## src/rtl/uart_tx_rx_ring_buffers_core_defines.svh

```systemverilog
// Assertion macros for the serial-port ring buffer block.
// Used only by the top level; needs nothing else.
`ifndef UART_TX_RX_RING_BUFFERS_CORE_DEFINES_SVH
`define UART_TX_RX_RING_BUFFERS_CORE_DEFINES_SVH

// Same-cycle implication, held off during reset.
`define UTRB_ASSERT_NOW(label, clk, rst_n, pre, post) \
    label: assert property (@(posedge clk) disable iff (!rst_n) (pre) |-> (post)) \
        else $error("utrb: same-cycle check failed");

// Next-cycle implication, held off during reset.
`define UTRB_ASSERT_NEXT(label, clk, rst_n, pre, post) \
    label: assert property (@(posedge clk) disable iff (!rst_n) (pre) |=> (post)) \
        else $error("utrb: next-cycle check failed");

`endif

```

## src/rtl/utrb_pkg.sv

```systemverilog
// Shared types and constants for the serial-port ring buffer block.
// No dependencies; used by utrb_skid and uart_tx_rx_ring_buffers_core.
package utrb_pkg;

    localparam int DEPTH_DEFAULT = 32;

    typedef enum logic [1:0] {
        OP_HOST_WRITE = 2'd0,
        OP_HOST_READ  = 2'd1,
        OP_TX_READY   = 2'd2,
        OP_LINE_RX    = 2'd3
    } op_t;

    typedef enum logic [1:0] {
        ST_DONE     = 2'd0,
        ST_TX_FULL  = 2'd1,
        ST_RX_EMPTY = 2'd2
    } status_t;

    typedef struct packed {
        logic       tx_request;
        logic       rx_overrun;
        logic [7:0] tx_data;
        logic       tx_valid;
        logic [7:0] read_data;
        status_t    status;
    } result_t;

endpackage

```

## src/rtl/utrb_skid.sv

```systemverilog
// Two-entry skid buffer for result transactions; registered output.
// Depends on utrb_pkg (result_t).
module utrb_skid
(
    input  logic              clk,
    input  logic              rst_n,
    input  logic              in_valid,
    output logic              in_ready,
    input  utrb_pkg::result_t in_data,
    output logic              out_valid,
    input  logic              out_ready,
    output utrb_pkg::result_t out_data
);

    logic              out_valid_reg;
    logic              spare_valid_reg;
    utrb_pkg::result_t out_data_reg;
    utrb_pkg::result_t spare_data_reg;
    logic              out_free;

    assign in_ready  = !spare_valid_reg;
    assign out_valid = out_valid_reg;
    assign out_data  = out_data_reg;
    assign out_free  = out_ready || !out_valid_reg;

    always_ff @(posedge clk or negedge rst_n)
    begin
        if (!rst_n)
        begin
            out_valid_reg   <= 1'b0;
            spare_valid_reg <= 1'b0;
        end
        else if (out_free)
        begin
            if (spare_valid_reg)
            begin
                out_valid_reg   <= 1'b1;
                spare_valid_reg <= 1'b0;
            end
            else
            begin
                out_valid_reg <= in_valid;
            end
        end
        else if (in_valid && !spare_valid_reg)
        begin
            spare_valid_reg <= 1'b1;
        end
    end

    always_ff @(posedge clk)
    begin
        if (out_free)
        begin
            out_data_reg <= spare_valid_reg ? spare_data_reg : in_data;
        end
        else if (in_valid && !spare_valid_reg)
        begin
            spare_data_reg <= in_data;
        end
    end

endmodule

```

## src/rtl/uart_tx_rx_ring_buffers_core.sv

```systemverilog
// Serial-port transmit and receive byte rings, DEPTH entries each (DEPTH-1 usable).
// Path: a result goes through the pipe register, then the skid output register, to m_*.
// Throughput: one transaction per cycle unless m_tready stalls; each touches one store entry per ring port.
// Reset: ring pointers and the transmit-request flag clear; store contents stay
// undefined and need no clearing pass, since no entry's byte is used before it is written.
`include "uart_tx_rx_ring_buffers_core_defines.svh"
module uart_tx_rx_ring_buffers_core
#(
    parameter int DEPTH = utrb_pkg::DEPTH_DEFAULT
)
(
    input  logic        clk,
    input  logic        rst_n,
    // Command side
    input  logic        s_tvalid,
    output logic        s_tready,
    input  logic [7:0]  s_tdata,   // [7:0] data_in
    input  logic [1:0]  s_tuser,   // [1:0] opcode
    // Result side
    output logic        m_tvalid,
    input  logic        m_tready,
    output logic [23:0] m_tdata,   // [7:0] read_data, [8] tx_valid, [16:9] tx_data,
                                   // [17] rx_overrun, [18] tx_request, [23:19] zero
    output logic [1:0]  m_tuser    // [1:0] status
);

    localparam int PTR_W = (DEPTH > 2) ? $clog2(DEPTH) : 1;
    localparam logic [PTR_W-1:0] PTR_LAST = PTR_W'(DEPTH - 1);

    // Ring index advance with wrap at DEPTH.
    function automatic logic [PTR_W-1:0] ring_next(input logic [PTR_W-1:0] idx);
        logic [PTR_W-1:0] res;
        res = (idx == PTR_LAST) ? '0 : idx + PTR_W'(1);
        return res;
    endfunction

    // ---------------------------------------------------------------
    // Ring state
    // ---------------------------------------------------------------
    logic [PTR_W-1:0] tx_head_reg, tx_head_next;
    logic [PTR_W-1:0] tx_tail_reg, tx_tail_next;
    logic [PTR_W-1:0] rx_head_reg, rx_head_next;
    logic [PTR_W-1:0] rx_tail_reg, rx_tail_next;
    logic             tx_req_reg, tx_req_next;

    logic [7:0] tx_mem [DEPTH];
    logic [7:0] rx_mem [DEPTH];

    // Pipe register: flags of the accepted transaction plus registered store reads.
    logic               st_valid_reg, st_valid_next;
    utrb_pkg::status_t  st_status_reg, st_status_next;
    logic               st_rd_sel_reg, st_rd_sel_next;
    logic               st_tx_valid_reg, st_tx_valid_next;
    logic               st_overrun_reg, st_overrun_next;
    logic               st_tx_req_reg;
    logic [7:0]         tx_rd_reg;
    logic [7:0]         rx_rd_reg;

    logic              s_fire;
    logic              sk_in_ready;
    logic              st_take;
    logic              tx_wr_en;
    logic              rx_wr_en;
    logic              tx_full;
    logic              tx_empty;
    logic              rx_full;
    logic              rx_empty;
    utrb_pkg::op_t     op;
    utrb_pkg::result_t st_result;
    utrb_pkg::result_t out_result;

    assign op       = utrb_pkg::op_t'(s_tuser);
    assign tx_full  = (ring_next(tx_head_reg) == tx_tail_reg);
    assign tx_empty = (tx_head_reg == tx_tail_reg);
    assign rx_full  = (ring_next(rx_head_reg) == rx_tail_reg);
    assign rx_empty = (rx_head_reg == rx_tail_reg);

    // Pipe register frees when the skid stage takes its result; skid readiness is
    // registered, so no combinational path runs from m_tready to s_tready.
    assign st_take  = st_valid_reg && sk_in_ready;
    assign s_tready = !st_valid_reg || sk_in_ready;
    assign s_fire   = s_tvalid && s_tready;

    // ---------------------------------------------------------------
    // Per-transaction decode: pointer moves, flag, result flags
    // ---------------------------------------------------------------
    always_comb
    begin
        tx_head_next     = tx_head_reg;
        tx_tail_next     = tx_tail_reg;
        rx_head_next     = rx_head_reg;
        rx_tail_next     = rx_tail_reg;
        tx_req_next      = tx_req_reg;
        st_status_next   = utrb_pkg::ST_DONE;
        st_rd_sel_next   = 1'b0;
        st_tx_valid_next = 1'b0;
        st_overrun_next  = 1'b0;
        tx_wr_en         = 1'b0;
        rx_wr_en         = 1'b0;
        unique case (op)
            utrb_pkg::OP_HOST_WRITE:
            begin
                if (tx_full)
                begin
                    st_status_next = utrb_pkg::ST_TX_FULL;
                end
                else
                begin
                    tx_wr_en     = 1'b1;
                    tx_head_next = ring_next(tx_head_reg);
                    tx_req_next  = 1'b1;
                end
            end
            utrb_pkg::OP_HOST_READ:
            begin
                if (rx_empty)
                begin
                    st_status_next = utrb_pkg::ST_RX_EMPTY;
                end
                else
                begin
                    st_rd_sel_next = 1'b1;
                    rx_tail_next   = ring_next(rx_tail_reg);
                end
            end
            utrb_pkg::OP_TX_READY:
            begin
                if (tx_empty)
                begin
                    tx_req_next = 1'b0;
                end
                else
                begin
                    st_tx_valid_next = 1'b1;
                    tx_tail_next     = ring_next(tx_tail_reg);
                end
            end
            utrb_pkg::OP_LINE_RX:
            begin
                // Full ring: drop the oldest unread byte to make room.
                if (rx_full)
                begin
                    rx_tail_next    = ring_next(rx_tail_reg);
                    st_overrun_next = 1'b1;
                end
                rx_wr_en     = 1'b1;
                rx_head_next = ring_next(rx_head_reg);
            end
        endcase

        if (s_fire)
        begin
            st_valid_next = 1'b1;
        end
        else if (st_take)
        begin
            st_valid_next = 1'b0;
        end
        else
        begin
            st_valid_next = st_valid_reg;
        end
    end

    always_ff @(posedge clk or negedge rst_n)
    begin
        if (!rst_n)
        begin
            tx_head_reg  <= '0;
            tx_tail_reg  <= '0;
            rx_head_reg  <= '0;
            rx_tail_reg  <= '0;
            tx_req_reg   <= 1'b0;
            st_valid_reg <= 1'b0;
        end
        else
        begin
            st_valid_reg <= st_valid_next;
            if (s_fire)
            begin
                tx_head_reg <= tx_head_next;
                tx_tail_reg <= tx_tail_next;
                rx_head_reg <= rx_head_next;
                rx_tail_reg <= rx_tail_next;
                tx_req_reg  <= tx_req_next;
            end
        end
    end

    // Result flags; payload, so no reset.
    always_ff @(posedge clk)
    begin
        if (s_fire)
        begin
            st_status_reg   <= st_status_next;
            st_rd_sel_reg   <= st_rd_sel_next;
            st_tx_valid_reg <= st_tx_valid_next;
            st_overrun_reg  <= st_overrun_next;
            st_tx_req_reg   <= tx_req_next;
        end
    end

    // ---------------------------------------------------------------
    // Byte stores: one write and one registered read per ring per cycle.
    // Reads use the tail before this transaction moves it; no transaction both
    // writes a ring and uses the byte read from that same ring.
    // ---------------------------------------------------------------
    always_ff @(posedge clk)
    begin
        if (s_fire && tx_wr_en)
        begin
            tx_mem[tx_head_reg] <= s_tdata;
        end
        if (s_fire)
        begin
            tx_rd_reg <= tx_mem[tx_tail_reg];
        end
    end

    always_ff @(posedge clk)
    begin
        if (s_fire && rx_wr_en)
        begin
            rx_mem[rx_head_reg] <= s_tdata;
        end
        if (s_fire)
        begin
            rx_rd_reg <= rx_mem[rx_tail_reg];
        end
    end

    // Unused byte fields read as zero.
    always_comb
    begin
        st_result.status     = st_status_reg;
        st_result.read_data  = st_rd_sel_reg ? rx_rd_reg : 8'd0;
        st_result.tx_valid   = st_tx_valid_reg;
        st_result.tx_data    = st_tx_valid_reg ? tx_rd_reg : 8'd0;
        st_result.rx_overrun = st_overrun_reg;
        st_result.tx_request = st_tx_req_reg;
    end

    utrb_skid u_skid
    (
        .clk       (clk),
        .rst_n     (rst_n),
        .in_valid  (st_valid_reg),
        .in_ready  (sk_in_ready),
        .in_data   (st_result),
        .out_valid (m_tvalid),
        .out_ready (m_tready),
        .out_data  (out_result)
    );

    assign m_tuser = out_result.status;
    assign m_tdata = {5'd0, out_result.tx_request, out_result.rx_overrun,
                      out_result.tx_data, out_result.tx_valid, out_result.read_data};

    // ---------------------------------------------------------------
    // Assertions
    // ---------------------------------------------------------------
    // A queued byte always leaves the transmit request raised.
    `UTRB_ASSERT_NOW(a_req_when_queued, clk, rst_n, tx_head_reg != tx_tail_reg, tx_req_reg)
    // A refused host write leaves the transmit ring untouched.
    `UTRB_ASSERT_NEXT(a_refused_write_holds, clk, rst_n,
        s_fire && op == utrb_pkg::OP_HOST_WRITE && tx_full,
        $stable(tx_head_reg) && $stable(tx_tail_reg))
    // After a line byte the receive ring is never empty.
    `UTRB_ASSERT_NEXT(a_rx_nonempty, clk, rst_n,
        s_fire && op == utrb_pkg::OP_LINE_RX, rx_head_reg != rx_tail_reg)
    // A delivered transmit byte comes with a done status.
    `UTRB_ASSERT_NOW(a_tx_done, clk, rst_n, m_tvalid && m_tdata[8], m_tuser == utrb_pkg::ST_DONE)

endmodule
```

## config.mk

```make
export PLATFORM = sky130hd
export DESIGN_NAME = uart_tx_rx_ring_buffers_core
export DESIGN_NICKNAME = d
export VERILOG_FILES = /design/src/rtl/utrb_pkg.sv /design/src/rtl/utrb_skid.sv /design/src/rtl/uart_tx_rx_ring_buffers_core.sv
export VERILOG_INCLUDE_DIRS = /design/src /design/src/rtl
export SDC_FILE = /design/constraint.sdc
export NUM_CORES = 1
export LEC_CHECK = 0
export BUFFER_PORTS_ARGS = -buffer_cell sky130_fd_sc_hd__buf_2
export CAP_MARGIN = 15
export CELL_PAD_IN_SITES_DETAIL_PLACEMENT = 2
export CELL_PAD_IN_SITES_GLOBAL_PLACEMENT = 2
export CORE_MARGIN = 2
export CORE_UTILIZATION = 48
export DETAILED_ROUTE_END_ITERATION = 10
export PLACE_DENSITY_LB_ADDON = 0.1
export SYNTH_ARGS = -nofsm -noshare
export SYNTH_HDL_FRONTEND = slang
export SYNTH_HIERARCHICAL = 1
export SYNTH_SLANG_ARGS = --single-unit
```

## constraint.sdc

```tcl
create_clock -name clk -period 5.25 [get_ports clk]
set_clock_uncertainty 0.1 [all_clocks]
set_input_delay 0.2625 -clock clk [delete_from_list [all_inputs] [get_ports clk]]
set_output_delay 0.2625 -clock clk [all_outputs]
set_load 0.01 [all_outputs]
```

### Yosys cells after proc, flatten, opt, wreduce, memory -nomap -nowiden

Memory sizes are Yosys's and may differ from the RTL's. A register that Yosys moved wholly into a read port is not among the register bits.
Index checks and enable logic that the tools add are counted.

* bits in registers: 72
* memory bits (writable): 512
* output and inout bits: 28
* word-level logic and storage cells: 96
* memories: 2

* add/subtract/negate cells: 4
* equality and inequality tests: 13
* mux-type cells: 31
* bitwise logic cells: 3
* reductions and logical operators: 18

Memory list
* rx_mem: depth 32, bits a word 8, rd ports 1, clocked after memory_dff 1, write ports 1, RTL line uart_tx_rx_ring_buffers_core.sv:47 `logic [7:0] rx_mem [DEPTH];`
* tx_mem: depth 32, bits a word 8, rd ports 1, clocked after memory_dff 1, write ports 1, RTL line uart_tx_rx_ring_buffers_core.sv:46 `logic [7:0] tx_mem [DEPTH];`

Operator list (count)
* 5-bit 2-to-1 mux: 6
* 21-bit 2-to-1 mux: 1
* 5-bit by 1-bit adder with 5-bit output (second input constant): 4
* 5-bit equality test: 4
* 5-bit equality test (second input constant): 4
* 1-bit 2-to-1 mux: 18
* 8-bit 2-to-1 mux: 2
* 5-bit one-hot mux with 2 select lines: 1
* 3-bit AND reduction: 2
* 2-bit nonzero test: 3
* 2-bit equality test (second input constant): 2
* 1-bit logical AND: 4
* 2-bit inequality test (second input constant): 2
* 2-bit one-hot mux with 2 select lines: 1
* 2-bit AND reduction: 2
* 4-bit AND reduction: 1
* 1-bit logical NOT: 3
* 1-bit NOT: 3
* 2-bit by 1-bit equality test with 1-bit output (second input constant): 1
* 2-bit logical NOT: 1
* 1-bit logical OR: 2
* 2-bit 2-to-1 mux: 1
* 1-bit one-hot mux with 2 select lines: 1

### Longest topological paths before layout

Gate-level depths: netlist of the first run.

* depth after elaboration: 8
* gate-level depth with buffers: 11
* mapped depth without buffers: 9

### By module

The synthesis of the first run kept the hierarchy.

By module, submodules not included
* uart_tx_rx_ring_buffers_core: times used 1, cells an instance 1033, area each 22253.8 sq um, seq. area each 16585.9 sq um
* utrb_skid: times used 1, cells an instance 74, area each 1686.6 sq um, seq. area each 1311.3 sq um

### Worst setup path after synthesis of the first run

OpenSTA, ideal clock, no wires.

* path type: flip-flop to flip-flop
* from: register tx_head_reg[0]
* to: memory tx_mem[15][0] (enable)
* arrival: 3.054 ns
* required time: 4.767 ns
* setup slack: 1.713 ns
* stages on the path, launching flop included: 12
* clock period less this slack: 3.537 ns
* cell sequence: dfrtp_1 > ha_1 > clkbuf_1 > and3_1 > ha_1 > nor2b_1 > mux2i_1 > xor2_1 > a2111oi_2 > clkbuf_1 > nand2_1 > nor3_1

* longest elaborated chain between the ends: 8
* elaborated cells on any way between the ends: 9
* those cells by class: 1 x add/sub; 2 x eq/ne; 5 x mux; 1 x reduce/logical

Ends and longest elaborated chain
* start: declaration: RTL line uart_tx_rx_ring_buffers_core.sv:40 `logic [PTR_W-1:0] tx_head_reg, tx_head_next;`
* start signal: assignment: RTL line uart_tx_rx_ring_buffers_core.sv:181 `tx_head_reg <= tx_head_next;`
* 5-bit by 1-bit adder with 5-bit output or 5-bit equality test (tied branches): RTL line uart_tx_rx_ring_buffers_core.sv:33 `res = (idx == PTR_LAST) ? '0 : idx + PTR_W'(1);`
* 5-bit 2-to-1 mux: RTL line uart_tx_rx_ring_buffers_core.sv:33
* 5-bit equality test: RTL line uart_tx_rx_ring_buffers_core.sv:73 `assign tx_full = (ring_next(tx_head_reg) == tx_tail_reg);`
* 1-bit 2-to-1 mux: RTL line uart_tx_rx_ring_buffers_core.sv:103 `if (tx_full)`
* 1-bit 2-to-1 mux: RTL line uart_tx_rx_ring_buffers_core.sv:100 `unique case (op)`
* 1-bit logical AND: RTL line uart_tx_rx_ring_buffers_core.sv:210 `if (s_fire && tx_wr_en)`
* 1-bit 2-to-1 mux: RTL line uart_tx_rx_ring_buffers_core.sv:210
* 1-bit 2-to-1 mux (not written as such): RTL line uart_tx_rx_ring_buffers_core.sv:212 `tx_mem[tx_head_reg] <= s_tdata;`
* end: declaration: RTL line uart_tx_rx_ring_buffers_core.sv:46

Several ways; a longest one is shown, not always the timed one.

### Worst setup path after layout of the first run

* from: register tx_head_reg[1]
* to: memory tx_mem[16][2] (enable)

The elaborated chain is that of the path after synthesis.

==> impl_metrics.json, run 1 <==
{
  "vdd_drop_max_uv": 304,
  "power_switching_mw": 3.97,
  "slowest_stage": "ha_1",
  "vias_per_cell": 6.08,
  "grt_pass1_vias": 12500,
  "tightestPinTransition_ps": 1120,
  "setup_violations": 0,
  "cts_tree": "done",
  "startpoint": "tx_head_reg[1]",
  "grtUsageTotal_pct": 25.5,
  "io_buffers": 36,
  "start_util_pct": 48.8,
  "rrSetupSlack_ps": 1220,
  "p_per_area_mw_per_mm2": 506,
  "synth_edf_count": 576,
  "syn_inst": 1107,
  "drt_iter0_markers": 1060,
  "num_rows": 81,
  "root_buffer": "clkbuf_16",
  "synthTopCellsByArea": "edfxtp_1 72%, mux4_2 14%, dfrtp_1 2.5%, mux4_1 1.4%, mux2_2 1.2%",
  "io_pins": 42,
  "status": "completed",
  "cts.repair.resized": 0,
  "ys.flop_type": "edfxtp_1",
  "clockBufferDepth": 3,
  "yosysTopAreaCellShare_pct": 72.2,
  "netlist_area_mm2": 0.0239,
  "finalWorstSetupSlack_ps": 1220,
  "pwr-share-clk_pct": 31.1,
  "slew_headroom_pct": 25.1,
  "finalPower_mw": 13.5,
  "routed_wl_um": 63200,
  "required_ps": 5420,
  "nNetsFinal": 1193,
  "synth_fa_ha_area_share_pct": 0.732,
  "crit_arrival_ps": 4200,
  "layout-area-overhead-vs-synth_pct": 11.5,
  "synth-compound-area-share_pct": 0.784,
  "clk_pin_slew_ps": 60,
  "cts_buffers": 61,
  "routabilityCongestion": 0.767,
  "die_x_um": 227,
  "worstPathCellList": "ha_1, and3_1, ha_1, nor2b_1, mux2i_1, xor2_1, a2111oi_4, buf_4, and3_1",
  "period_share_pct": 76.7,
  "clock_latency_ps": 630,
  "synth_top_family_by_area": "multiplexers",
  "multi_input_area_mm2": 0.00568,
  "critPathCaptureType": "flip-flop",
  "cts.sinks": 600,
  "dieArea_mm2": 0.0517,
  "largestRegisters": "rx_mem (256), tx_mem (256)",
  "crit_type": "flip-flop to flip-flop",
  "drt-pass1-iter-count": 5,
  "fin_crit_ps": 4030,
  "antenna_cells": 0,
  "synthDistinctLibCells": 49,
  "power.internal_mw": 9.53,
  "yosys_warnings": 6,
  "drc": 0,
  "wire_per_inst_um": 33.7,
  "hold_path.class": "input pin to asynchronous set/reset pin",
  "antenna_found_initial": 2,
  "leakagePower_nw": 8.67,
  "synth-xor-area-share_pct": 0.732,
  "layout-drive-gt1-share_pct": 27.4,
  "hold_viol_final": 0,
  "max_freq_ghz": 0.248,
  "grt_max_degree": 65,
  "slowest_delay_ps": 630,
  "layout.cells.most_common": "edfxtp_1",
  "route.vias.total": 11400,
  "coreArea_mm2": 0.0491,
  "final_cell_mix": "576 x edfxtp_1, 147 x mux4_2, 63 x clkbuf_16",
  "seqCellArea_mm2": 0.0179,
  "synth-seq-cells": 600,
  "synthSimpleGateAreaFrac_pct": 3.54,
  "report.final.slew_viol_count": 0,
  "synth_top_area_cell": "edfxtp_1",
  "detail-route-antenna-nets": 0,
  "seqPwrFrac_pct": 45.0,
  "sw_frac_of_total_pct": 29.4,
  "cp_top_family": "adder cells",
  "critPathBufInv": 1,
  "synth.avg_cell_area_um2": 21.6,
  "rsz0062_at_grt": "no",
  "start_kind": "flip-flop",
  "synthMuxAreaShare_pct": 17.8,
  "fin_tns_setup_ps": 0,
  "r2r_start": "tx_head_reg[1]",
  "comb_power_share_pct": 23.9,
  "htree_levels": 2,
  "async_reset_ff_share_pct": 4.00,
  "n_fill_cell": 4147,
  "critPathMaxFanout": 40,
  "pre_cts_ws_ps": 1250,
  "overflow": 0,
  "whs_ps": 160,
  "die_y_um": 227,
  "dp_hpwl_um": 38000,
  "yosysSeqAreaShare_pct": 74.8,
  "cap_viol_max_count": 0,
  "grt_first_pass_wirelength_um": 92300
}
==> logic make-up after synthesis <==
family          count (synthesis)
mux                           208
other cells                     1
buf+inv                        73
fa+ha+maj                      14
xor+xnor                       20
flops                         600
simple gates                  162
compound gates                 29
==> synthesized netlist by cell type (3+ instances only) <==
cell type	n
a21oi_1	4
a31oi_1	3
and2_1	17
and3_1	38
buf_12	3
buf_2	17
buf_4	5
clkbuf_1	33
dfrtp_1	24
edfxtp_1	576
ha_1	14
inv_1	9
mux2_2	26
mux2_4	17
mux2i_1	3
mux4_1	13
mux4_2	147
nand2_1	21
nand2b_1	5
nand3_1	7
nand3b_1	3
nor2_1	46
nor3_1	12
nor3b_1	4
o21ai_0	10
xnor2_1	8
xor2_1	12
==> worst register-to-register path, stage by stage (launching register included) <==
cell	delay, ps
dfrtp_1	460
ha_1	630
and3_1	250
ha_1	320
nor2b_1	100
mux2i_1	180
xor2_1	150
a2111oi_4	400
buf_4	490
and3_1	580
==> final timing paths <==
kind	to	cells past startpoint
min in group clk	rx_mem[1][4]	1
setup reg to reg	tx_mem[16][2]	9
hold / removal	rx_head_reg[3]	2
setup / recovery	tx_mem[16][2]	9
max in group asynchronous	rx_tail_reg[0]	2
hold reg to reg	u_skid/spare_data_reg[20]	0
==> power groups by stage <==
stage	Sequential, mW	Combinational [mW]	Clock, mW
3_5_place_dp	6.18	3.18	0
6_report	6.08	3.22	4.20
2_1_floorplan	5.72	2.48	0
4_1_cts	6.09	3.24	4.30
3_3_place_gp	6.15	3.08	0
5_1_grt	6.14	3.40	4.45
==> routing by layer <==
metal  routed length [um]  up-vias  track usage (%)
met4                 1290        2             6.22
met5                   18        -                0
met3                 4030       91             4.31
met2                30700      447             41.1
met1                27200     6179             36.8
li1                     -     4686                -
==> what timing repair did <==
action                                 in CTS  in global routing
hold buffers                                4                  0
endpoints found under the hold margin      27                  0
setup buffers                               0                  0
==> final cells by class <==
cell class / instances / share of cell area [%]
flip-flops and latches: 600 / 67.1
multi-input cells: 438 / 21.3
clock buffers: 81 / 6.20
well taps: 664 / 3.11
repair buffers: 55 / 1.30
clock inverters: 29 / 0.923
inverters: 9 / 0.127
==> through the flow <==
stage	std cells	utilization, %	instance area (um2)
CTS	1876	54.4	26700
detailed placement	1762	50.5	24800
global route	1876	54.4	26700
floorplan	1111	-	24000
global placement	1762	50.5	24800
finish	1876	54.4	26700
No activity file was read; power rests on OpenSTA's default activity.
==> run 2: changes to the inputs <==
- CORE_UTILIZATION: 48 -> 45
- clock period: 5.25 -> 3.4 ns (I/O delays scaled with it)
==> run 2 against run 1 <==
  * Maximum frequency increased by 27%
  * Count of clock-buffer cells in the layout increased by 4
  * Critical path type unchanged
  * Combinational power increased by 72%
  * First-iteration DRC count decreased by 11%
  * Core utilization decreased by 2.9 points
  * Largest cell class unchanged
  * Clock power increased by 57%
==> impl_metrics.json, run 2 (synthesis gave the netlist of run 1 again) <==
{
  "overflow": 0,
  "route.vias.total": 11400,
  "period_share_pct": 93.6,
  "drt_iter0_markers": 943,
  "critPathMaxFanout": 40,
  "routed_wl_um": 61900,
  "grt_pass1_vias": 12700,
  "routabilityCongestion": 0.767,
  "fin_crit_ps": 3180,
  "num_rows": 84,
  "p_per_area_mw_per_mm2": 778,
  "die_x_um": 235,
  "fin_tns_setup_ps": 0,
  "drc": 0,
  "grt_first_pass_wirelength_um": 91500,
  "place_area_mm2": 0.0251,
  "finalWorstSetupSlack_ps": 217,
  "critPathCaptureType": "flip-flop",
  "io_buffers": 36,
  "hold_path.class": "input pin to asynchronous set/reset pin",
  "slew_headroom_pct": 28.5,
  "grtUsageTotal_pct": 23.0,
  "layout-area-overhead-vs-synth_pct": 13.2,
  "root_buffer": "clkbuf_16",
  "nNetsFinal": 1233,
  "design_area_mm2": 0.0271,
  "detail-route-antenna-nets": 0,
  "finalPower_mw": 21.1,
  "leakagePower_nw": 8.90,
  "io_pins": 42,
  "die_y_um": 235,
  "cap_viol_max_count": 0,
  "status": "completed",
  "clk_pin_slew_ps": 60,
  "report.final.slew_viol_count": 0,
  "hold_viol_final": 0,
  "fin_cells": 1936,
  "cts_buffers": 67,
  "layout-drive-gt1-share_pct": 29.4,
  "rsz0062_at_grt": "no",
  "dieArea_mm2": 0.0551,
  "required_ps": 3540,
  "fin_util_pct": 51.6,
  "cts_tree": "done",
  "whs_ps": 65.3,
  "antenna_found_initial": 4,
  "ff2ff_path_depth": 9,
  "coreArea_mm2": 0.0526,
  "wire_per_inst_um": 32.0,
  "final_cell_mix": "576 x edfxtp_1, 147 x mux4_2, 69 x clkbuf_16",
  "vias_per_cell": 5.89,
  "layout.cells.most_common": "edfxtp_1",
  "cts.repair.resized": 0,
  "setup_violations": 0,
  "drt-pass1-iter-count": 4,
  "clock_latency_ps": 600,
  "tightestPinTransition_ps": 1070,
  "max_freq_ghz": 0.314,
  "dp_hpwl_um": 38800,
  "start_util_pct": 45.6,
  "dp.cells": 1819,
  "start_kind": "flip-flop",
  "largestRegisters": "rx_mem (256), tx_mem (256)",
  "htree_levels": 3,
  "clockBufferDepth": 3,
  "cts.sinks": 600,
  "crit_type": "flip-flop to flip-flop",
  "pre_cts_ws_ps": 208,
  "grt_max_degree": 69,
  "vdd_drop_max_uv": 511,
  "crit_arrival_ps": 3320
}
run 2: cell types whose count changed in the layout (fill, tap and decap cells not counted), sizes merged, moves of 2 or more:
cell,previous run,this run
buf,51,84
clkbuf,81,85
clkinvlp,3,1
bufinv,4,1
run 2: cell type report:
type	count	area, um2
tap	688	861
inverter	9	33.8
timing repair buffer	89	671
sequential	600	17900
clock buffer	85	1790
antenna	1	2.50
fill	4502	25500
multi-input combinational	438	5680
clock inverter	26	149
run 2: final timing paths:
check,to,slack (ps),from
max,tx_mem[11][4],220,tx_head_reg[0]
min,rx_head_reg[1],70,rst_n
max reg2reg,tx_mem[11][4],220,tx_head_reg[0]
min reg2reg,u_skid/spare_data_reg[20],360,st_tx_req_reg
max in group asynchronous,rx_tail_reg[0],2620,rst_n
min in group clk,tx_mem[30][7],70,s_tdata[7]
run 2: metal layers:
metal	share of wire, %	track usage, %	up-vias
li1	-	-	4773
met1	43	31.6	6207
met2	49	37.2	318
met3	5.2	5.27	94
met4	2.1	6.00	4
met5	0.044	0	-
run 2: where the power goes:
part / internal, mW / total, mW / switching, mW
clock network: 3.77 / 6.59 / 2.83
logic: 2.63 / 5.55 / 2.91
registers: 8.55 / 8.94 / 0.388
total: 15.0 / 21.1 / 6.13
run 2: what timing repair did:
| item | 4_1_cts | 5_1_grt |
|---|---|---|
| endpoints found under the hold margin | 55 | 0 |
| setup buffers | 0 | 0 |
| hold buffers | 5 | 0 |
run 2: critical path, cell delays in order, from the launching register on:
cell,delay [ps]
dfrtp_1,380
ha_1,210
and3_1,180
ha_1,270
nor2b_1,180
mux2i_1,110
xor2_1,190
a2111oi_4,420
buf_12,270
and3_1,480
